$ cat src/hw/rtl/learning_switch_forward_core_assert.svh
// Assertion macros for the learning switch forwarding core.
// Expects clk and arst_n in the scope of each use.
`ifndef LEARNING_SWITCH_FORWARD_CORE_ASSERT_SVH
`define LEARNING_SWITCH_FORWARD_CORE_ASSERT_SVH

// Check a condition at every clock edge outside reset.
`define LSF_ASSERT(label, prop, msg) \
	label: assert property (@(posedge clk) disable iff (!arst_n) (prop)) else $error(msg);

// Check that a condition in one cycle brings another in the next.
`define LSF_ASSERT_NEXT(label, pre, post, msg) \
	label: assert property (@(posedge clk) disable iff (!arst_n) (pre) |=> (post)) else $error(msg);

`endif

$ cat src/hw/rtl/lsf_pkg.sv
// Shared types and constants for the learning switch forwarding core.
// No dependencies.
`default_nettype none

package lsf_pkg;

	localparam int MAC_W      = 48;
	localparam int ETYPE_W    = 16;
	localparam int IN_PORT_W  = 8;
	localparam int OUT_PORT_W = 8;
	localparam int CLASS_W    = 2;
	localparam int COUNT_W    = 32;
	localparam int GROUP_BIT  = 40;

	localparam logic [ETYPE_W-1:0] ETYPE_ARP  = 16'h0806;
	localparam logic [ETYPE_W-1:0] ETYPE_IPV4 = 16'h0800;

	localparam logic [CLASS_W-1:0] CLS_ARP   = 2'd0;
	localparam logic [CLASS_W-1:0] CLS_IPV4  = 2'd1;
	localparam logic [CLASS_W-1:0] CLS_OTHER = 2'd2;
	localparam int NUM_CLASSES = 3;

	localparam int QUEUE_DEPTH = 2;

	localparam int DEF_TABLE_ENTRIES = 256;
	localparam int DEF_PORT_BITS     = 8;

	typedef struct packed {
		logic [MAC_W-1:0]     dest_mac;
		logic [MAC_W-1:0]     source_mac;
		logic [IN_PORT_W-1:0] ingress_port;
		logic                 learn;
		logic                 lookup;
		logic [CLASS_W-1:0]   frame_class;
		logic [COUNT_W-1:0]   class_count;
	} item_t;

	typedef struct packed {
		logic                  flood;
		logic [OUT_PORT_W-1:0] egress_port;
		logic [CLASS_W-1:0]    frame_class;
		logic [COUNT_W-1:0]    class_count;
	} result_t;

endpackage

`default_nettype wire

$ cat src/hw/rtl/lsf_fifo.sv
// Short request queue between the front end and the table engine.
// Depends on lsf_pkg.
`default_nettype none

module lsf_fifo import lsf_pkg::*; (
	input  wire logic  clk,
	input  wire logic  arst_n,
	input  wire logic  push,
	input  wire item_t push_item,
	input  wire logic  pop,
	output logic       full,
	output logic       empty,
	output item_t      head
);

	localparam int QPTR_W = (QUEUE_DEPTH > 1) ? $clog2(QUEUE_DEPTH) : 1;
	localparam int QCNT_W = $clog2(QUEUE_DEPTH + 1);

	item_t             slot_q [QUEUE_DEPTH];
	logic [QPTR_W-1:0] wr_q;
	logic [QPTR_W-1:0] rd_q;
	logic [QCNT_W-1:0] cnt_q;

	assign full  = (cnt_q == QCNT_W'(QUEUE_DEPTH));
	assign empty = (cnt_q == '0);
	assign head  = slot_q[rd_q];

	always_ff @(posedge clk) begin
		if (push) begin
			slot_q[wr_q] <= push_item;
		end
	end

	always_ff @(posedge clk or negedge arst_n) begin
		if (!arst_n) begin
			wr_q  <= '0;
			rd_q  <= '0;
			cnt_q <= '0;
		end else begin
			if (push) begin
				wr_q <= (wr_q == QPTR_W'(QUEUE_DEPTH - 1)) ? '0 : wr_q + 1'b1;
			end
			if (pop) begin
				rd_q <= (rd_q == QPTR_W'(QUEUE_DEPTH - 1)) ? '0 : rd_q + 1'b1;
			end
			if (push && !pop) begin
				cnt_q <= cnt_q + 1'b1;
			end else if (pop && !push) begin
				cnt_q <= cnt_q - 1'b1;
			end
		end
	end

endmodule

`default_nettype wire

$ cat config.mk
export PLATFORM = sky130hd
export DESIGN_NAME = lsf_fifo
export DESIGN_NICKNAME = d
export VERILOG_FILES = /design/src/hw/rtl/learning_switch_forward_core_assert.svh /design/src/hw/rtl/lsf_pkg.sv /design/src/hw/rtl/lsf_fifo.sv
export SDC_FILE = /design/constraint.sdc
export NUM_CORES = 1
export LEC_CHECK = 0
export ABC_AREA = 1
export BUFFER_PORTS_ARGS = -buffer_cell sky130_fd_sc_hd__buf_2
export CORE_MARGIN = 5
export CORE_UTILIZATION = 35
export DETAILED_ROUTE_END_ITERATION = 7
export PLACE_DENSITY = 0.68
export SLEW_MARGIN = 20
export SYNTH_ARGS = -nofsm -noshare
export SYNTH_HDL_FRONTEND = slang
export SYNTH_SLANG_ARGS = --single-unit
$ cat constraint.sdc
create_clock -name clk -period 9.35 [get_ports clk]
set_clock_uncertainty 0.05 [all_clocks]
set_input_delay 0.935 -clock clk [delete_from_list [all_inputs] [get_ports clk]]
set_output_delay 0.935 -clock clk [all_outputs]
set_load 0.05 [all_outputs]
; Word-level counts from Yosys, hierarchy flattened
; Memory sizes are Yosys's and may differ from the RTL's.
; Cells that the tools add are included.
[classes]
muxes = 6
addsub = 4
eq_ne = 1
n_reduce_logical = 6
[op_table]
columns = op, n
row1 = $mux W1, 4
row2 = $mux W2, 2
row3 = $add A1 B1 Y1 const B, 2
row4 = $add A2 B1 Y2 const B, 1
row5 = $eq A2 B2 Y1 const B, 1
row6 = $logic_and A1 B1 Y1, 2
row7 = $logic_not A1 Y1, 2
row8 = $logic_not A2 Y1, 1
row9 = $reduce_bool A2 Y1, 1
row10 = $sub A2 B1 Y2 const B, 1
[word_totals]
out_inout_bits = 142
word_cells = 21
ramBits = 280
input_bits = 144
memories = 1
register_bits = 4
[mem_list]
columns = memory, depth, word_bits, rd, rd_clocked_by_memory_dff, write_ports, line_no
row1 = slot_q, 2, 140, 1, 0, 1, lsf_fifo.sv:19  ; item_t slot_q [QUEUE_DEPTH];

; Depth between registers and ports, before layout
[depth]
depth_word = 4
mapped_depth = 7
ltp_nobuf = 7

; Worst setup path before layout
; Ideal clock, no wire load.
[synth_path]
kind = in2reg
from = in push
to = mem slot_q[0][0] (netlist bit), enable pin
arrival_ns = 6.830
n_path_buf = 0
setup_slack_ns = 1.825
setup_time_ns = 0.645
stages = 2
required_ns = 8.655
cell_sequence = inv_1 > nor2_1
[synth_via]
elab_chain_len = 2
[synth_lines]
columns = element, line_no
row1 = from (decl), lsf_fifo.sv:8  ; input wire logic push,
row2 = $mux W1, lsf_fifo.sv:29  ; if (push) begin
row3 = $mux W1 (implied by the code), lsf_fifo.sv:30  ; slot_q[wr_q] <= push_item;
row4 = to (decl), lsf_fifo.sv:19
; Every way passes these cells.

==> run metrics <==
Switching Fraction roughly two fifths; Synth Instances 461; DR vias 5256; drt first pass iters 4; # IOs roughly 290; Synth Area per Inst 23.2 um^2; Worst-Skew Late Latency about 0.53 ns; Synth warnings 0; CTS tree yes; Max clock buf depth 3; CTS resizes 0; max capacitance violation total 0; Layout area overhead 24.9%; most frequent cells in the layout buf_2, edfxtp_1, mux2_4; routed vias/inst 4.45; most common cell after layout, fill and taps aside buf_2; core area 0.0303 mm^2; Seq pwr share a little under two fifths; Worst Setup Path Type flop to output pin; leakage 5.24 nW; reg-to-reg slack, setup 6.94 ns; status finished clean; combinational group share of total power 41.0%; pin count of the biggest net entering global routing 73; Hold Buf Count CTS 0; CP startpoint kind flop; H-tree Lvls 1; die span in x 185 um; fin crit share 42.6%; drt wl/cell 17.4 um; vias in the first global route 5662; initial antenna violation count 4; root buffer cell clkbuf_16; clock network fraction of total power 21.3%; Slew @ Worst Pin 1.00 ns; first-pass GRT wire length ~30000 um; Worst Hold Class input port to async pin; Die Height between 150 and 200 um; Netlist Area Pre-Place 0.0107 mm^2; Placer Congestion 0.729; Slew Viols, Final 0; Tmin final between 3 and 4 ns; fmax 251 MHz; CTS Sinks 284; Detailed Route Iter0 Violations 210; full die area between 0.03 and 0.04 mm^2; Distinct cells, synth 15; Num CTS Buffers 29; worst-case hold slack ~0.15 ns; total power 0.00478 W; CP Max Fanout between 50 and 60; Starting Density 35.2%; Slew HR 33.3%; ANT nets after route 0; reg2reg end slot_q[1][29]; cell count of the worst reg-to-reg path 3; setup TNS 0 ns; DRC viols 0; Clock transition at path regs roughly 0.06 ns; r2r startpoint wr_q; # Post-CTS Setup Buffers 0; syn nets about 610; VDD IR max around 0.23 mV; pwr dens 358 mW/mm^2; area of the multi-input gates about 0.002 mm^2; post-DP HPWL around 14000 um; Worst Path Required 8.37 ns; Final Util 44.0%; proportion of layout cells with a drive suffix above 1 roughly three fifths; # fillers about 2700; Synth Register Bits approximately 280; Buffers on Ports 285; crit path DAT about 3.0 ns; NetSw 0.00191 W; Final Setup Violations 0; Worst setup EP type output pin; final hold violation count 0; final wirelength 20500 um; Placed Cells 1131; All-Layer GR Usage 11.5%; Pint about 0.0029 W; RSZ-0062 raised after global routing no; GRT Residual Overflow 0; # nets final 911; sequential cell area 0.00851 mm^2; Non-Filler Instances 1181; Seq/Total Area, Yosys 79.7%; row count 64
[registers in the layout, indices dropped and copies added, names as in the netlist]
register  cells
slot_q      280
cnt_q         2
rd_q          1
wr_q          1
[Yosys cell counts, drive strengths merged]
library cell / instances / area share (%)
edfxtp: 280 / 79
mux2: 140 / 18
buf: 16 / 1.4
inv: 7 / 0.25
nand2: 5 / 0.18
dfrtp: 4 / 0.94
nor2: 3 / 0.11
xor2: 2 / 0.16
ha: 1 / 0.12
nand3: 1 / 0.047
nand4: 1 / 0.059
xnor2: 1 / 0.082
[per-layer routing]
layer	GRT usage, %	vias to the layer above	wire length (um)
li1	-	2439	-
met1	13.7	2546	7870
met2	19.4	214	9990
met3	4.01	53	2000
met4	3.88	4	631
met5	0	-	27
[power by group through the flow]
stage	Combinational, W	Clock [W]	Sequential (W)
floorplan	0.00168	0	0.00180
global placement	0.00198	0	0.00182
detailed placement	0.00199	0	0.00183
CTS	0.00199	0.00106	0.00181
global route	0.00205	0.00112	0.00183
finish	0.00196	0.00102	0.00180
[worst max-delay path, cell delays in order, from the launching register on]
cell     delay, ns
dfrtp_4       0.98
buf_4         0.80
mux2_2        0.43
buf_2         0.21
[metrics by stage]
step / area [um^2] / worst slack [ns]
after floorplan: 10700 / 1.83
after CTS: 13300 / 5.28
after detailed placement: 12500 / 5.88
after global routing: 13300 / 5.19
after global placement: 12500 / 5.89
final: 13300 / 5.37
[worst max-delay path by stage]
| stage | from | end | slack, ns | cells past startpoint |
|---|---|---|---|---|
| 2_1_floorplan | push | slot_q[0][0] | 1.83 | 2 |
| 3_3_place_gp | rd_q | head[119] | 5.89 | 3 |
| 3_5_place_dp | rd_q | head[1] | 5.88 | 3 |
| 4_1_cts | rd_q | head[1] | 5.28 | 3 |
| 5_1_grt | rd_q | head[0] | 5.19 | 3 |
| 6_report | rd_q | head[1] | 5.37 | 3 |
[final cells by class]
class | instances | area share, %
multi-input cells | 154 | 15.0
clock inverters | 13 | 0.628
repair buffers | 290 | 11.0
clock buffers | 35 | 5.61
inverters | 7 | 0.234
well taps | 396 | 3.71
diodes | 2 | 0.0375
flip-flops and latches | 284 | 63.8
[cell families after synthesis]
kind of cell,Yosys count,share of synthesized area (%)
flip-flops,284,79.7
AND/OR/NAND/NOR,10,0.387
multiplexers,140,17.9
buffers and inverters,23,1.68
adder cells (fa/ha/maj),1,0.117
XOR/XNOR,3,0.246
(Power assumes the default switching activity.)
