--- config.mk ---
export PLATFORM = sky130hd
export DESIGN_NAME = lsf_front
export DESIGN_NICKNAME = d
export VERILOG_FILES = /design/src/hw/rtl/learning_switch_forward_core_assert.svh /design/src/hw/rtl/lsf_pkg.sv /design/src/hw/rtl/lsf_front.sv
export SDC_FILE = /design/constraint.sdc
export NUM_CORES = 1
export LEC_CHECK = 0
export ABC_AREA = 1
export BUFFER_PORTS_ARGS = -buffer_cell sky130_fd_sc_hd__clkbuf_2
export CAP_MARGIN = 20
export CORE_MARGIN = 1
export CORE_UTILIZATION = 48
export DETAILED_ROUTE_END_ITERATION = 8
export PLACE_DENSITY_LB_ADDON = 0.05
export SYNTH_ARGS = -nofsm -noshare
export SYNTH_HDL_FRONTEND = slang
export SYNTH_SLANG_ARGS = --single-unit
--- constraint.sdc ---
create_clock -name clk -period 3.8 [get_ports clk]
set_input_delay 0.38 -clock clk [delete_from_list [all_inputs] [get_ports clk]]
set_output_delay 0.38 -clock clk [all_outputs]
set_load 0.05 [all_outputs]
--- src/hw/rtl/learning_switch_forward_core_assert.svh ---
// Assertion macros for the learning switch forwarding core.
// Expects clk and arst_n in the scope of each use.
`ifndef LEARNING_SWITCH_FORWARD_CORE_ASSERT_SVH
`define LEARNING_SWITCH_FORWARD_CORE_ASSERT_SVH

// Check a condition at every clock edge outside reset.
`define LSF_ASSERT(label, prop, msg) \
	label: assert property (@(posedge clk) disable iff (!arst_n) (prop)) else $error(msg);

// Check that a condition in one cycle brings another in the next.
`define LSF_ASSERT_NEXT(label, pre, post, msg) \
	label: assert property (@(posedge clk) disable iff (!arst_n) (pre) |=> (post)) else $error(msg);

`endif

--- src/hw/rtl/lsf_pkg.sv ---
// Shared types and constants for the learning switch forwarding core.
// No dependencies.
`default_nettype none

package lsf_pkg;

	localparam int MAC_W      = 48;
	localparam int ETYPE_W    = 16;
	localparam int IN_PORT_W  = 8;
	localparam int OUT_PORT_W = 8;
	localparam int CLASS_W    = 2;
	localparam int COUNT_W    = 32;
	localparam int GROUP_BIT  = 40;

	localparam logic [ETYPE_W-1:0] ETYPE_ARP  = 16'h0806;
	localparam logic [ETYPE_W-1:0] ETYPE_IPV4 = 16'h0800;

	localparam logic [CLASS_W-1:0] CLS_ARP   = 2'd0;
	localparam logic [CLASS_W-1:0] CLS_IPV4  = 2'd1;
	localparam logic [CLASS_W-1:0] CLS_OTHER = 2'd2;
	localparam int NUM_CLASSES = 3;

	localparam int QUEUE_DEPTH = 2;

	localparam int DEF_TABLE_ENTRIES = 256;
	localparam int DEF_PORT_BITS     = 8;

	typedef struct packed {
		logic [MAC_W-1:0]     dest_mac;
		logic [MAC_W-1:0]     source_mac;
		logic [IN_PORT_W-1:0] ingress_port;
		logic                 learn;
		logic                 lookup;
		logic [CLASS_W-1:0]   frame_class;
		logic [COUNT_W-1:0]   class_count;
	} item_t;

	typedef struct packed {
		logic                  flood;
		logic [OUT_PORT_W-1:0] egress_port;
		logic [CLASS_W-1:0]    frame_class;
		logic [COUNT_W-1:0]    class_count;
	} result_t;

endpackage

`default_nettype wire

--- src/hw/rtl/lsf_front.sv ---
// Front end: accepts frame headers, classifies the EtherType and counts per class.
// Depends on lsf_pkg.
`default_nettype none

module lsf_front import lsf_pkg::*; (
	input  wire logic                 clk,
	input  wire logic                 arst_n,
	input  wire logic                 start,
	input  wire logic                 full,
	input  wire logic [MAC_W-1:0]     dest_mac,
	input  wire logic [MAC_W-1:0]     source_mac,
	input  wire logic [ETYPE_W-1:0]   ether_type,
	input  wire logic [IN_PORT_W-1:0] ingress_port,
	output logic                      push,
	output item_t                     item
);

	logic [COUNT_W-1:0] ctr_q [NUM_CLASSES];
	logic [CLASS_W-1:0] cls;
	logic [COUNT_W-1:0] ctr_next;

	always_comb begin
		unique case (ether_type)
			ETYPE_ARP:  cls = CLS_ARP;
			ETYPE_IPV4: cls = CLS_IPV4;
			default:    cls = CLS_OTHER;
		endcase
	end

	assign ctr_next = ctr_q[cls] + 1'b1;
	assign push     = start & ~full;

	always_ff @(posedge clk or negedge arst_n) begin
		if (!arst_n) begin
			for (int i = 0; i < NUM_CLASSES; i++) begin
				ctr_q[i] <= '0;
			end
		end else if (push) begin
			ctr_q[cls] <= ctr_next;
		end
	end

	always_comb begin
		item.dest_mac     = dest_mac;
		item.source_mac   = source_mac;
		item.ingress_port = ingress_port;
		item.learn        = ~source_mac[GROUP_BIT];
		item.lookup       = ~dest_mac[GROUP_BIT];
		item.frame_class  = cls;
		item.class_count  = ctr_next;
	end

endmodule

`default_nettype wire

; ---- Yosys cells after proc, flatten, opt, wreduce, memory -nomap -nowiden
; Cells that the tools add are included.
[totals]
reg_bits = 96
latch_bits = 0
mem_bits_rw = 0
rom_bits = 0
inputBits = 124
out_inout_bits = 141
wordCells = 21
memories = 0
[op_classes]
n_addsub = 1
multipliers = 0
div_mod_pow = 0
magnitude_cmp = 2
eq_ne = 2
shifts = 0
mux = 7
bitwise_logic = 5
reduce_logical = 1
[op_table]
columns = operator, count
row1 = bitwise mux 96 bit, 1
row2 = two-way mux 32 bit, 3
row3 = binary-select mux 32 bit (select 2 bit), 1
row4 = demux 32 bit (select 2 bit), 1
row5 = adder 32 x 1 -> 32 bit (second input constant), 1
row6 = == test 16 x 12 -> 1 bit (second input constant), 2
row7 = case mux 2 bit (2 select lines), 1
row8 = >= comparator 3 bit (second input constant), 1
row9 = < comparator 3 x 1 -> 1 bit (second input constant), 1
row10 = NOT 1 bit, 3
row11 = NOT 2 -> 3 bit, 1
row12 = AND 1 bit, 1
row13 = logical AND 1 bit, 1

; ---- Depth between registers and ports, before layout
[logic_depth]
word_depth = 8
mapped_depth = 18
depth_no_buf = 18

; ---- Least setup slack after synthesis
; No wires, ideal clock.
[synth_path]
path_type = input port to output port
start = input ether_type[7]
end = output item[10] (netlist name)
t_arrival_ps = 2822
required_time_ps = 3420
setup_slack_ps = 598
path_stages = 13
path_buffers = 1
cell_sequence = nor2_1 nand2_2 nor2_4 nand2_4 buf_6 nand3b_1 nand2_1 nor2_2 ha_1 nand3_1 nor2_4 nand2_2 xor2_1
[synth_rtl]
columns = item, line
row1 = from (decl), lsf_front.sv:12  ; input wire logic [ETYPE_W-1:0] ether_type,
row2 = to (decl), lsf_front.sv:15  ; output item_t item

==> metrics <==
status=finished clean; Hold-fix buffers, CTS=0; reg-to-reg startpoint=ctr_q[1]; syn nets=1,081; final core occ=52.4%; endpoint type of the worst setup path=primary output; CP Launch Type=input pin; ant diodes=0; critical path's largest stage delay=0.43 ns; Reg clk slew, reported paths=0.07 ns; Tot GR Track Use=28.6%; nets@finish=1,034; data required time at the worst endpoint=3.42 ns; Top FF cell, synth=dfrtp_1; CP Cell Sequence=clkbuf_2, nor2_1, nand2_1, nor2_4, nand2_8, nand2_4, nor2_1, nor2_2, ha_1, nand3_1, nor2_1, nand3_1, o21ai_0, and2_1, buf_12; Final Power=2900 µW; #FFs+latches synth=96; Synth top area share=36.0%; area leader, netlist=dfrtp_1; core footprint=13,400 µm²; CP max-delay cell=o21ai_0; CTS Sinks=96; H-tree depth=3; CTS tree=built; number of flops mapped to enable cells by yosys=0; initial antenna violation count=0; # port buffers=60; period utilization=91.2%; Final setup viols=0; DR vias=5,791; largest registers=ctr_q x96; ys async rst share=100%; pin count of the biggest net entering global routing=66; root cell of the clock tree=clkbuf_16; Largest register FFs=96; CP Class=input pin to primary output; Mapped Avg Cell Area=6.99 µm²; die height=120 µm; DRC=0; worst hold path class=input pin to asynchronous set/reset pin; RR Endpoint=ctr_q[16]; Reg2Reg Setup Slack=1.64 ns; Ys Warns=0; RD Place Congestion=0.976; Synth cell types=27; layout cells sized above 1=16.4%; min Tclk post-route=3.47 ns; PD cells=412 nW/µm²; width of the die=120 µm; Worst Tran Pin Value=0.990 ns; top cells by area, synth=dfrtp_1 (36%), nand2_1 (17%), buf_4 (12%); area grow syn2layout=5.11%; Final Slew Violations=0; Detailed Route WL=19,700 µm; Crit path top cell by count=nor2_1; relative slew slack=34.0%; Worst EP arrival=3.09 ns; CTS Buf Count=9; Reg2Reg Depth=10; reported leakage power=0.00349 µW; Wirelength per Cell=18.1 µm; Crit Path Max Fanout=21; number of routed nets with antenna violations=0; DIE AREA=14,400 µm²; Fin Clk Skew=0.0101 ns; commonest cells in the netlist=nand2_1 (307), buf_4 (104), dfrtp_1 (96), nand3_1 (96), nor2_1 (96); row cnt=42; Starting Density=49.9%; drt first-iter violations=520; Longest Clk Path Bufs=2; DP HPWL=14,800 µm; Pre-Repair DR Iteration Count=5; Final Hold Viols=0; Fmax=288 MHz; Max-Cap Viols=0; Mapped Cells=956; first-pass GRT wire length=31,000 µm; GRT overflow=0; Largest Register=ctr_q; number of global-route vias before repair=5,582; VDD IR max=0.000246 V; RSZ-0062 raised after global routing=true; Vias per Instance=5.31; Synth Cell Area=6680 µm²; register area share after synthesis=36.0%; top-level I/O count=265; count leader, synth=nand2_1; later-pin clock latency in the skew report=0.35 ns; Layout fillers=1,362
## power by group
part           switching (µW)  internal, µW  total [µW]
logic                     496           194         689
clock network             410           711        1120
registers                20.8          1070        1090
## worst max-delay path: cells and delay by family
family | cells | cell delay, ns
fa+ha+maj | 1 | 0.23
buf+inv | 2 | 0.23
compound gates | 1 | 0.43
simple gates | 11 | 1.81
## per-stage QoR
stage	std cells	hold slack, ns	setup slack [ns]	setup TNS, ns	cell area [µm²]
final	1090	0.144	0.333	0	7020
after global routing	1090	0.220	-0.00700	-0.00700	7020
after CTS	1090	0.177	0.236	0	7000
after detailed placement	1074	0.459	0.248	0	6640
after global placement	1073	0.456	0.297	0	6610
after floorplan	956	0.0844	0.598	0	6680
## what timing repair did
action,CTS,global route
setup endpoints to repair,0,4
hold endpoints to repair,0,0
setup buffers,0,0
resized for setup,0,3
## cells in the final DEF (no fill, tap or decap), drive strengths merged
cell | Yosys | layout
clkinvlp | 0 | 1
nand2 | 320 | 320
buf | 114 | 31
inv | 78 | 79
nand4 | 2 | 2
o21bai | 2 | 2
ha | 1 | 1
bufinv | 0 | 4
and3 | 1 | 1
clkinv | 1 | 2
o21ai | 42 | 42
clkbuf | 19 | 53
and2 | 19 | 19
dfrtp | 96 | 96
xor2 | 13 | 13
nand3b | 20 | 20
nor2 | 123 | 123
nand3 | 105 | 105
## worst max-delay path by stage
stage,end,start,slack (ns),cells after the start
after floorplan,item[10],ether_type[7],0.60,13
after global placement,item[21],ether_type[11],0.30,18
after detailed placement,item[28],ether_type[15],0.25,16
after CTS,item[10],ether_type[15],0.24,14
after global routing,item[12],ether_type[15],-0.007,15
final,item[12],ether_type[9],0.33,15
## cell type report
class	count	area (µm²)	area share, %
flip-flops and latches	96	2400	34.2
multi-input cells	648	3080	43.8
repair buffers	75	661	9.41
well taps	176	220	3.14
clock buffers	9	225	3.21
inverters	79	297	4.22
clock inverters	7	141	2.01
## per-layer routing
metal	track usage, %	wire (µm)	vias to the layer above
li1	-	-	2760
met4	12.7	665	2
met5	2.94	40	-
met3	6.70	1910	60
met2	42.3	8520	261
met1	39.2	8610	2708
## cell families (layout without fill, tap and decap cells)
| family | count (synthesis) | after routing | synth area share, % |
|---|---|---|---|
| AO/OA/AOI/OAI | 44 | 44 | 3.48 |
| AND/OR/NAND/NOR | 590 | 590 | 40.0 |
| adder cells (fa/ha/maj) | 1 | 1 | 0.187 |
| flip-flops | 96 | 96 | 36.0 |
| XOR/XNOR | 13 | 13 | 1.93 |
| buffers and inverters | 212 | 170 | 18.4 |
(Power assumes the default switching activity.)
